==> src/sv/cfr_pkg.sv <==
`default_nettype none
package cfr_pkg;

   localparam int FRAME_BYTES = 64;
   localparam int PAY_LIMIT   = FRAME_BYTES - 9;
   localparam int POS_W       = $clog2(FRAME_BYTES + 1);
   localparam int PPOS_W      = $clog2(FRAME_BYTES);
   localparam int PAY_CNT_W   = $clog2(PAY_LIMIT + 1);

   localparam logic [23:0] IDENT_RESET = 24'h505752;

   localparam logic [1:0] REG_IDENT   = 2'd0;
   localparam logic [1:0] REG_CURRENT = 2'd1;
   localparam logic [1:0] REG_VOLTAGE = 2'd2;
   localparam logic [1:0] REG_POWER   = 2'd3;

   localparam logic [7:0] CH_DOLLAR  = 8'h24;
   localparam logic [7:0] CH_HASH    = 8'h23;
   localparam logic [7:0] CH_PERCENT = 8'h25;
   localparam logic [7:0] CH_LF      = 8'h0A;
   localparam logic [7:0] CH_CR      = 8'h0D;
   localparam logic [7:0] CH_COMMA   = 8'h2C;
   localparam logic [7:0] CH_COLON   = 8'h3A;
   localparam logic [7:0] CH_POINT   = 8'h2E;
   localparam logic [7:0] CH_ZERO    = 8'h30;
   localparam logic [7:0] NUL        = 8'h00;

   typedef enum logic [3:0] {
      S_IDLE, S_HEAD, S_PONG, S_LABEL, S_DIV, S_DIGIT, S_POINT, S_TENTH,
      S_PCT, S_HEX_HI, S_HEX_LO, S_CR, S_LF
   } seq_state_type;

   function automatic logic [7:0] ping_char(input logic [2:0] k);
      case (k)
         3'd0: ping_char = "p";
         3'd1: ping_char = "i";
         3'd2: ping_char = "n";
         default: ping_char = "g";
      endcase
   endfunction

   function automatic logic [7:0] pong_char(input logic [1:0] k);
      case (k)
         2'd0: pong_char = "p";
         2'd1: pong_char = "o";
         2'd2: pong_char = "n";
         default: pong_char = "g";
      endcase
   endfunction

   function automatic logic [7:0] getdata_char(input logic [2:0] k);
      case (k)
         3'd0: getdata_char = "G";
         3'd1: getdata_char = "E";
         3'd2: getdata_char = "T";
         3'd3: getdata_char = "D";
         3'd4: getdata_char = "A";
         3'd5: getdata_char = "T";
         default: getdata_char = "A";
      endcase
   endfunction

   function automatic logic [7:0] label_char(input logic [1:0] v);
      case (v)
         2'd0: label_char = "I";
         2'd1: label_char = "U";
         default: label_char = "W";
      endcase
   endfunction

   function automatic logic [7:0] hex_char(input logic [3:0] n);
      if (n < 4'd10) hex_char = CH_ZERO + {4'd0, n};
      else hex_char = 8'h37 + {4'd0, n};
   endfunction

   function automatic logic [3:0] nibble_of(input logic [7:0] c);
      if (c >= "0" && c <= "9") nibble_of = 4'(c - "0");
      else if (c >= "A" && c <= "F") nibble_of = 4'(c - 8'h37);
      else if (c >= "a" && c <= "f") nibble_of = 4'(c - 8'h57);
      else nibble_of = 4'd0;
   endfunction

endpackage
`default_nettype wire

==> src/sv/command_frame_responder_unit.sv <==
// Command frame responder.
// The req channel carries received bytes, one per beat. Bytes collect into a
// frame that ends at a line feed; a byte arriving with a full frame held starts
// a new frame. Bytes are taken only while the block is idle.
// A valid ping or GETDATA frame starts a reply that leaves on the rsp channel,
// one byte per beat, with rsp_final_byte set on the closing line feed.
// While a reply is built req_stall stays high. A reply byte moves on only when
// the receiver does not stall; before each telemetry value is sent, one shared
// divide-by-ten unit peels off its decimal digits.
// An output register holds the current reply byte; when the receiver stalls,
// the sequencer waits and the byte holds.
// The csr port writes the address and telemetry registers.
// Synchronous reset clears the frame state and loads the register defaults.
`default_nettype none
module command_frame_responder_unit
   import cfr_pkg::*;
(
   input  wire logic        clock,
   input  wire logic        reset,
   input  wire logic        req_valid,
   output logic             req_stall,
   input  wire logic [7:0]  req_rx_byte,
   output logic             rsp_valid,
   input  wire logic        rsp_stall,
   output logic [7:0]       rsp_tx_byte,
   output logic             rsp_final_byte,
   input  wire logic        csr_write,
   input  wire logic [1:0]  csr_index,
   input  wire logic [23:0] csr_data
);

   logic [23:0] ident_ff;
   logic [15:0] tele_ff [3];

   logic [POS_W-1:0]  pos_ff, pos_in;
   logic [7:0]        rsum_ff, rsum_in;
   logic              pseen_ff, pseen_in;
   logic [PPOS_W-1:0] ppos_ff, ppos_in;
   logic [7:0]        hi_ff, hi_in, lo_ff, lo_in;
   logic [1:0]        bap_ff, bap_in;
   logic              hdr_ff, hdr_in, pz_ff, pz_in, ping_ff, ping_in, gd_ff, gd_in;
   logic              reply_start;

   seq_state_type     state_ff, state_in;
   logic [2:0]        step_ff, step_in;
   logic [1:0]        vsel_ff, vsel_in;
   logic [7:0]        sum_ff, sum_in;
   logic [PAY_CNT_W-1:0] pcnt_ff, pcnt_in;
   logic              isping_ff, isping_in;
   logic [15:0]       x_ff, x_in;
   logic [3:0]        dig_ff [5];
   logic              dig_we;
   logic [31:0]       prod;
   logic [12:0]       quo;
   logic [15:0]       rem;

   logic              out_load, out_final;
   logic [7:0]        out_byte;
   logic              rsp_valid_ff;
   logic [7:0]        rsp_byte_ff;
   logic              rsp_final_ff;

   logic              accept;

   assign req_stall      = (state_ff != S_IDLE);
   assign accept         = req_valid && !req_stall;
   assign rsp_valid      = rsp_valid_ff;
   assign rsp_tx_byte    = rsp_byte_ff;
   assign rsp_final_byte = rsp_final_ff;

   always_ff @(posedge clock) begin
      if (reset) begin
         ident_ff   <= IDENT_RESET;
         tele_ff[0] <= '0;
         tele_ff[1] <= '0;
         tele_ff[2] <= '0;
      end else if (csr_write) begin
         unique case (csr_index)
            REG_IDENT:   ident_ff   <= csr_data;
            REG_CURRENT: tele_ff[0] <= csr_data[15:0];
            REG_VOLTAGE: tele_ff[1] <= csr_data[15:0];
            REG_POWER:   tele_ff[2] <= csr_data[15:0];
            default:     ;
         endcase
      end
   end

   always_comb begin
      logic              clr;
      logic [POS_W-1:0]  p;
      logic [5:0]        k;
      logic [7:0]        b;
      logic [7:0]        idb;
      logic              valid;
      clr = (pos_ff >= POS_W'(FRAME_BYTES));
      b   = req_rx_byte;
      p   = clr ? '0 : pos_ff;
      k   = 6'(p - POS_W'(4));
      rsum_in  = clr ? '0 : rsum_ff;
      pseen_in = clr ? 1'b0 : pseen_ff;
      ppos_in  = clr ? '0 : ppos_ff;
      hi_in    = clr ? '0 : hi_ff;
      lo_in    = clr ? '0 : lo_ff;
      bap_in   = clr ? '0 : bap_ff;
      hdr_in   = clr ? 1'b1 : hdr_ff;
      pz_in    = clr ? 1'b0 : pz_ff;
      ping_in  = clr ? 1'b1 : ping_ff;
      gd_in    = clr ? 1'b1 : gd_ff;
      idb = 8'd0;
      case (p)
         POS_W'(1): idb = ident_ff[23:16];
         POS_W'(2): idb = ident_ff[15:8];
         default:   idb = ident_ff[7:0];
      endcase
      if (p == '0 && b != CH_DOLLAR) hdr_in = 1'b0;
      if (p >= POS_W'(1) && p <= POS_W'(3) && b != idb) hdr_in = 1'b0;
      if (!pseen_in) begin
         rsum_in = rsum_in + b;
         if (b == CH_PERCENT) begin
            pseen_in = 1'b1;
            ppos_in  = PPOS_W'(p);
            if (p >= POS_W'(4) && !pz_in) begin
               if (k != 6'd4) ping_in = 1'b0;
               if (k != 6'd7) gd_in = 1'b0;
            end
         end else if (p >= POS_W'(4) && !pz_in) begin
            if (b == NUL) begin
               if (k != 6'd4) ping_in = 1'b0;
               if (k != 6'd7) gd_in = 1'b0;
               pz_in = 1'b1;
            end else begin
               if (k >= 6'd4 || b != ping_char(k[2:0])) ping_in = 1'b0;
               if (k >= 6'd7 || b != getdata_char(k[2:0])) gd_in = 1'b0;
            end
         end
      end else begin
         if (bap_in != 2'd3) bap_in = bap_in + 2'd1;
         if (bap_in == 2'd1) hi_in = b;
         else if (bap_in == 2'd2) lo_in = b;
      end
      pos_in = p + POS_W'(1);
      valid = pseen_in && ppos_in >= PPOS_W'(4) && bap_in >= 2'd2 && hdr_in &&
              rsum_in == {nibble_of(hi_in), nibble_of(lo_in)};
      reply_start = (b == CH_LF) && valid && (ping_in || gd_in);
   end

   always_ff @(posedge clock) begin
      if (reset || (accept && req_rx_byte == CH_LF)) begin
         pos_ff   <= '0;
         rsum_ff  <= '0;
         pseen_ff <= 1'b0;
         ppos_ff  <= '0;
         hi_ff    <= '0;
         lo_ff    <= '0;
         bap_ff   <= '0;
         hdr_ff   <= 1'b1;
         pz_ff    <= 1'b0;
         ping_ff  <= 1'b1;
         gd_ff    <= 1'b1;
      end else if (accept) begin
         pos_ff   <= pos_in;
         rsum_ff  <= rsum_in;
         pseen_ff <= pseen_in;
         ppos_ff  <= ppos_in;
         hi_ff    <= hi_in;
         lo_ff    <= lo_in;
         bap_ff   <= bap_in;
         hdr_ff   <= hdr_in;
         pz_ff    <= pz_in;
         ping_ff  <= ping_in;
         gd_ff    <= gd_in;
      end
   end

   assign prod = 32'(x_ff) * 32'h0000CCCD;
   assign quo  = prod[31:19];
   assign rem  = x_ff - ({quo, 3'b000} + {2'b00, quo, 1'b0});

   always_comb begin
      logic [7:0] cur_byte;
      logic       has_out, cur_pay, cur_sum, pay_full, fire, out_free;
      cur_byte = 8'd0;
      has_out  = 1'b1;
      cur_pay  = 1'b0;
      cur_sum  = 1'b1;
      out_free = !rsp_valid_ff || !rsp_stall;
      pay_full = (pcnt_ff >= PAY_CNT_W'(PAY_LIMIT));
      state_in  = state_ff;
      step_in   = step_ff;
      vsel_in   = vsel_ff;
      sum_in    = sum_ff;
      pcnt_in   = pcnt_ff;
      isping_in = isping_ff;
      x_in      = x_ff;
      dig_we    = 1'b0;
      unique case (state_ff)
         S_IDLE:   has_out = 1'b0;
         S_HEAD: begin
            case (step_ff)
               3'd0:    cur_byte = CH_HASH;
               3'd1:    cur_byte = ident_ff[23:16];
               3'd2:    cur_byte = ident_ff[15:8];
               default: cur_byte = ident_ff[7:0];
            endcase
         end
         S_PONG: begin
            cur_byte = pong_char(step_ff[1:0]);
            cur_pay  = 1'b1;
         end
         S_LABEL: begin
            case (step_ff)
               3'd0:    cur_byte = CH_COMMA;
               3'd1:    cur_byte = label_char(vsel_ff);
               default: cur_byte = CH_COLON;
            endcase
            cur_pay = 1'b1;
         end
         S_DIV:    has_out = 1'b0;
         S_DIGIT: begin
            cur_byte = CH_ZERO + {4'd0, dig_ff[step_ff]};
            cur_pay  = 1'b1;
         end
         S_POINT: begin
            cur_byte = CH_POINT;
            cur_pay  = 1'b1;
         end
         S_TENTH: begin
            cur_byte = CH_ZERO + {4'd0, dig_ff[0]};
            cur_pay  = 1'b1;
         end
         S_PCT:    cur_byte = CH_PERCENT;
         S_HEX_HI: begin
            cur_byte = hex_char(sum_ff[7:4]);
            cur_sum  = 1'b0;
         end
         S_HEX_LO: begin
            cur_byte = hex_char(sum_ff[3:0]);
            cur_sum  = 1'b0;
         end
         S_CR: begin
            cur_byte = CH_CR;
            cur_sum  = 1'b0;
         end
         S_LF: begin
            cur_byte = CH_LF;
            cur_sum  = 1'b0;
         end
         default:  has_out = 1'b0;
      endcase
      fire      = !has_out || (cur_pay && pay_full) || out_free;
      out_load  = has_out && fire && !(cur_pay && pay_full);
      out_byte  = cur_byte;
      out_final = (state_ff == S_LF);
      if (out_load && cur_sum) sum_in = sum_ff + cur_byte;
      if (out_load && cur_pay) pcnt_in = pcnt_ff + PAY_CNT_W'(1);
      if (fire) begin
         unique case (state_ff)
            S_IDLE: begin
               if (accept && reply_start) begin
                  state_in  = S_HEAD;
                  step_in   = 3'd0;
                  sum_in    = 8'd0;
                  pcnt_in   = '0;
                  isping_in = ping_in;
               end
            end
            S_HEAD: begin
               if (step_ff == 3'd3) begin
                  state_in = isping_ff ? S_PONG : S_LABEL;
                  step_in  = isping_ff ? 3'd0 : 3'd1;
                  vsel_in  = 2'd0;
               end else begin
                  step_in = step_ff + 3'd1;
               end
            end
            S_PONG: begin
               if (step_ff == 3'd3) state_in = S_PCT;
               else step_in = step_ff + 3'd1;
            end
            S_LABEL: begin
               if (step_ff == 3'd2) begin
                  state_in = S_DIV;
                  step_in  = 3'd0;
                  x_in     = tele_ff[vsel_ff];
               end else begin
                  step_in = step_ff + 3'd1;
               end
            end
            S_DIV: begin
               dig_we = 1'b1;
               x_in   = {3'b000, quo};
               if (step_ff == 3'd4) begin
                  state_in = S_DIGIT;
                  if (rem[3:0] != 4'd0) step_in = 3'd4;
                  else if (dig_ff[3] != 4'd0) step_in = 3'd3;
                  else if (dig_ff[2] != 4'd0) step_in = 3'd2;
                  else step_in = 3'd1;
               end else begin
                  step_in = step_ff + 3'd1;
               end
            end
            S_DIGIT: begin
               if (step_ff == 3'd1) state_in = S_POINT;
               else step_in = step_ff - 3'd1;
            end
            S_POINT:  state_in = S_TENTH;
            S_TENTH: begin
               if (vsel_ff == 2'd2) begin
                  state_in = S_PCT;
               end else begin
                  vsel_in  = vsel_ff + 2'd1;
                  state_in = S_LABEL;
                  step_in  = 3'd0;
               end
            end
            S_PCT:    state_in = S_HEX_HI;
            S_HEX_HI: state_in = S_HEX_LO;
            S_HEX_LO: state_in = S_CR;
            S_CR:     state_in = S_LF;
            S_LF:     state_in = S_IDLE;
            default:  state_in = S_IDLE;
         endcase
      end
   end

   always_ff @(posedge clock) begin
      if (reset) begin
         state_ff <= S_IDLE;
      end else begin
         state_ff <= state_in;
      end
   end

   always_ff @(posedge clock) begin
      step_ff   <= step_in;
      vsel_ff   <= vsel_in;
      sum_ff    <= sum_in;
      pcnt_ff   <= pcnt_in;
      isping_ff <= isping_in;
      x_ff      <= x_in;
      if (dig_we) dig_ff[step_ff] <= rem[3:0];
   end

   always_ff @(posedge clock) begin
      if (reset) begin
         rsp_valid_ff <= 1'b0;
      end else if (out_load) begin
         rsp_valid_ff <= 1'b1;
      end else if (!rsp_stall) begin
         rsp_valid_ff <= 1'b0;
      end
   end

   always_ff @(posedge clock) begin
      if (out_load) begin
         rsp_byte_ff  <= out_byte;
         rsp_final_ff <= out_final;
      end
   end

endmodule
`default_nettype wire

==> config.mk <==
export PLATFORM = sky130hd
export DESIGN_NAME = command_frame_responder_unit
export DESIGN_NICKNAME = d
export VERILOG_FILES = /design/src/sv/cfr_pkg.sv /design/src/sv/command_frame_responder_unit.sv
export SDC_FILE = /design/constraint.sdc
export NUM_CORES = 1
export LEC_CHECK = 0
export BUFFER_PORTS_ARGS = -buffer_cell sky130_fd_sc_hd__buf_2
export CAP_MARGIN = 30
export CORE_UTILIZATION = 45
export CTS_CLUSTER_SIZE = 10
export DETAILED_ROUTE_END_ITERATION = 8
export GPL_TIMING_DRIVEN = 0
export PLACE_DENSITY = 0.73
export REMOVE_ABC_BUFFERS = 1
export SLEW_MARGIN = 20
export SYNTH_ARGS = -nofsm -noshare
export SYNTH_HDL_FRONTEND = slang
export SYNTH_SLANG_ARGS = --single-unit
==> constraint.sdc <==
create_clock -name clock -period 17.72 [get_ports clock]
set_clock_uncertainty 0.1 [all_clocks]
set_input_delay 1.772 -clock clock [delete_from_list [all_inputs] [get_ports clock]]
set_output_delay 1.772 -clock clock [all_outputs]
set_load 0.01 [all_outputs]
==> metrics.md <==
| Metric | Value |
|---|---|
| Clock power frac | `35.4%` |
| Num rows | `68` |
| # port buffers | `49` |
| Via count | `12400` |
| Clk sinks | `201` |
| Sw Pwr | `378 uW` |
| Peak supply drop | `0.000109 V` |
| Fin crit share | `47.4%` |
| Cts hold-fix bufs | `0` |
| Antenna Cells | `0` |
| CTS tree | `yes` |
| Commonest non-fill, non-tap cell in the layout | `inv_1` |
| Post-CTS setup buffers | `0` |
| Number of synthesized flops with an enable pin | `111` |
| Area grow syn2layout | `8.92%` |
| P_leak | `0.00730 uW` |
| Maxcap violations | `0` |
| Setup TNS | `0 ns` |
| Die width | `191 microns` |
| Initial antenna violation count | `0` |
| Clock transition at path regs | `0.06 ns` |
| Starting Density | `46.0%` |
| Reg2Reg Setup Slack | `9.31 ns` |
| Pre-CTS setup slack | `9.42 ns` |
| Sequential Power Share | `44.1%` |
| Top FF cell, synth | `edfxtp_1` |
| Crit path kind | `reg2reg` |
| Ys async rst share | `0%` |
| Post-CTS Resized | `0` |
| Placer Congestion | `0.964` |
| Sw Ratio | `29.3%` |
| Syn. warnings | `0` |
| Worst reg2reg path depth | `26` |
| Slew Viols, Final | `0` |
| Worst setup margin | `9.31 ns` |
| Worst slew pin tran | `0.951 ns` |
| Critical Path End Type | `flop` |
| Clock Root Buffer | `clkbuf_16` |
| CP arrival | `8.76 ns` |
| Remaining DRCs | `0` |
| Hold WC Path Type | `reg2reg` |
| Clk buf depth | `3` |
| Global-route wire length before repair | `64200 microns` |
| Vias/cell | `5.67` |
| Maximum clock frequency | `119 MHz` |
| Commonest cells after routing, fill and taps aside | `inv_1 (198), ha_1 (179), nand2_1 (147)` |
| Final Setup Violations | `0` |
| Placed cells | `2147` |
| Area contributors post-synth | `edfxtp_1 (21%), ha_1 (14%), dfxtp_1 (11%)` |
| Final hold violations | `0` |
| Cell Int Power | `911 uW` |
| Number of synthesized register bits | `201` |
| Fin cells | `2194` |
| Hpwl dp | `29700 microns` |
| Core area | `34800 sq um` |
| 1st-pass router iterations | `6` |
| Routed wire length | `38900 microns` |
| CP Launch Type | `flop` |
| Routed len/inst | `17.7 microns` |
| DIE HEIGHT | `191 microns` |
| Yosys top cell by area | `edfxtp_1` |
| Synth unique cells | `86` |
| IO Count | `50` |
| Final ANT Viol Nets | `0` |
| Tmin final | `8.41 ns` |
| Largest net degree at the start of global routing | `41` |
| Drt first-iter violations | `970` |
| Synth top area share | `20.8%` |
| Critical path origin | `x_ff[6]` |
| Cts bufs inserted | `24` |
| Logic pwr share | `20.5%` |
| H-tree levels | `1` |
| Reg2reg start | `x_ff[6]` |
| RSZ-0062 raised after global routing | `no` |
| Cells after synthesis | `1715` |
| Post-Syn Area | `16000 sq um` |
| Worst hold slack | `0.373 ns` |
| Sequential-to-total area share from yosys stat | `32.1%` |
| Worst Path Required | `18.07 ns` |
| Syn avg cell area | `9.33 sq um` |
| CP Max Fanout | `11` |
| Vias in the first global route | `12900` |
| Relative slew slack | `36.0%` |
| Die area | `36300 sq um` |
| Nets | `2022` |
| Grt ovf | `0` |
| Total GRT Usage | `21.9%` |
| PwrDens | `74.0 nW/um^2` |
| Status | `complete, no violations` |
| Share of cells above drive strength 1 | `7.82%` |
| Worst skew pair latency | `0.51 ns` |
[worst min path at each step]
stage / from / end / slack [ns] / depth (start not counted)
floorplan: pcnt_ff[5] / pcnt_ff[5] / 0.34 / 2
global placement: pcnt_ff[5] / pcnt_ff[5] / 0.35 / 2
detailed placement: ping_ff / ping_ff / 0.36 / 2
CTS: rsum_ff[7] / rsum_ff[7] / 0.37 / 2
global route: lo_ff[0] / lo_ff[0] / 0.40 / 2
finish: pcnt_ff[5] / pcnt_ff[5] / 0.37 / 2
[metrics by stage]
stage	utilization, %	area (sq um)	power (uW)
4_1_cts	49.9	17400	1290
6_report	50.1	17400	1290
2_1_floorplan	-	15700	755
5_1_grt	50.1	17400	1350
3_5_place_dp	47.8	16600	838
3_3_place_gp	47.4	16500	824
[cell families after synthesis]
kind of cell             after synthesis  synth area share, %
multiplexers                          49                 3.79
adder cells (fa/ha/maj)              261                 24.3
buffers and inverters                281                 6.64
AND/OR/NAND/NOR                      520                 16.1
XOR/XNOR                              47                 2.57
AO/OA/AOI/OAI                        356                 14.6
flip-flops                           201                 32.1
[critical path, stage by stage, from the launching register on]
cell,delay (ns)
edfxtp_1,0.55
ha_1,0.46
inv_1,0.09
fa_1,0.55
inv_1,0.06
fa_1,0.53
fa_1,0.54
fa_1,0.55
inv_1,0.06
fa_1,0.53
inv_1,0.05
ha_1,0.27
and2_1,0.17
a22oi_1,0.29
nor2b_1,0.34
o21ai_0,0.22
a21oi_1,0.26
xnor2_1,0.19
ha_1,0.21
xor2_1,0.27
a21oi_1,0.11
and2_1,0.19
a2111o_1,0.41
a311oi_1,0.31
xnor2_1,0.31
o41ai_1,0.56
mux2_1,0.20
[area by class of cell]
type	instances	area [sq um]
clock inverter	2	35.0
multi-input combinational	1233	9820
timing repair buffer	63	423
fill	3181	17400
tap	455	569
inverter	199	747
sequential	201	5140
clock buffer	41	686
[registers in the layout, indices dropped and copies added (netlist names), named ones only]
name and flops:
hi_ff 8, pseen_ff 1, bap_ff 2, state_ff 4, tele_ff 48, sum_ff 8
ppos_ff 4, hdr_ff 1, step_ff 3, pz_ff 1, pcnt_ff 6, ping_ff 1
isping_ff 1, x_ff 16, gd_ff 1, rsum_ff 8, dig_ff 32, ident_ff 24
rsp_final_byte 1, rsp_valid 1, vsel_ff 2, rsp_tx_byte 8, pos_ff 7, lo_ff 8
[power groups by stage]
stage / Sequential [uW] / Combinational (uW) / Clock, uW
after CTS: 569 / 261 / 464
after detailed placement: 578 / 260 / 0
after global placement: 576 / 248 / 0
after global routing: 575 / 294 / 483
after floorplan: 569 / 186 / 0
final: 569 / 264 / 457
[cells in the mapped netlist (6+ instances only)]
library cell and instances:
edfxtp_1 111, xor2_1 15, buf_2 6, a211oi_1 15, o211ai_1 6, nor2b_1 31
ha_1 179, or4_1 6, o21bai_1 8, o32ai_1 7, nor4_1 10, o21ai_0 81
mux4_2 8, buf_1 6, a21o_1 11, or2_2 8, o221ai_1 6, a22oi_1 27
o22ai_1 6, nor3b_1 14, o21a_1 8, nor2_1 145, inv_1 198, nand2_1 148
clkbuf_1 70, nand4b_1 6, and2_1 24, nand4_1 22, dfxtp_1 90, nor3_1 36
or3_1 7, xnor2_1 32, a31oi_1 10, nand2b_1 11, a21oi_1 102, nand3b_1 12
nand3_1 24, fa_1 82, a221oi_1 9, mux2i_1 31
[routing by layer]
| metal | share of wire [%] | global-route usage (%) | vias up |
|---|---|---|---|
| met5 | 0 | 0 | - |
| li1 | - | - | 6031 |
| met1 | 41 | 26.7 | 5976 |
| met3 | 4.6 | 2.43 | 89 |
| met4 | 3.9 | 8.74 | 0 |
| met2 | 50 | 39.1 | 337 |
Note: power is estimated with default switching activity, not from simulation.
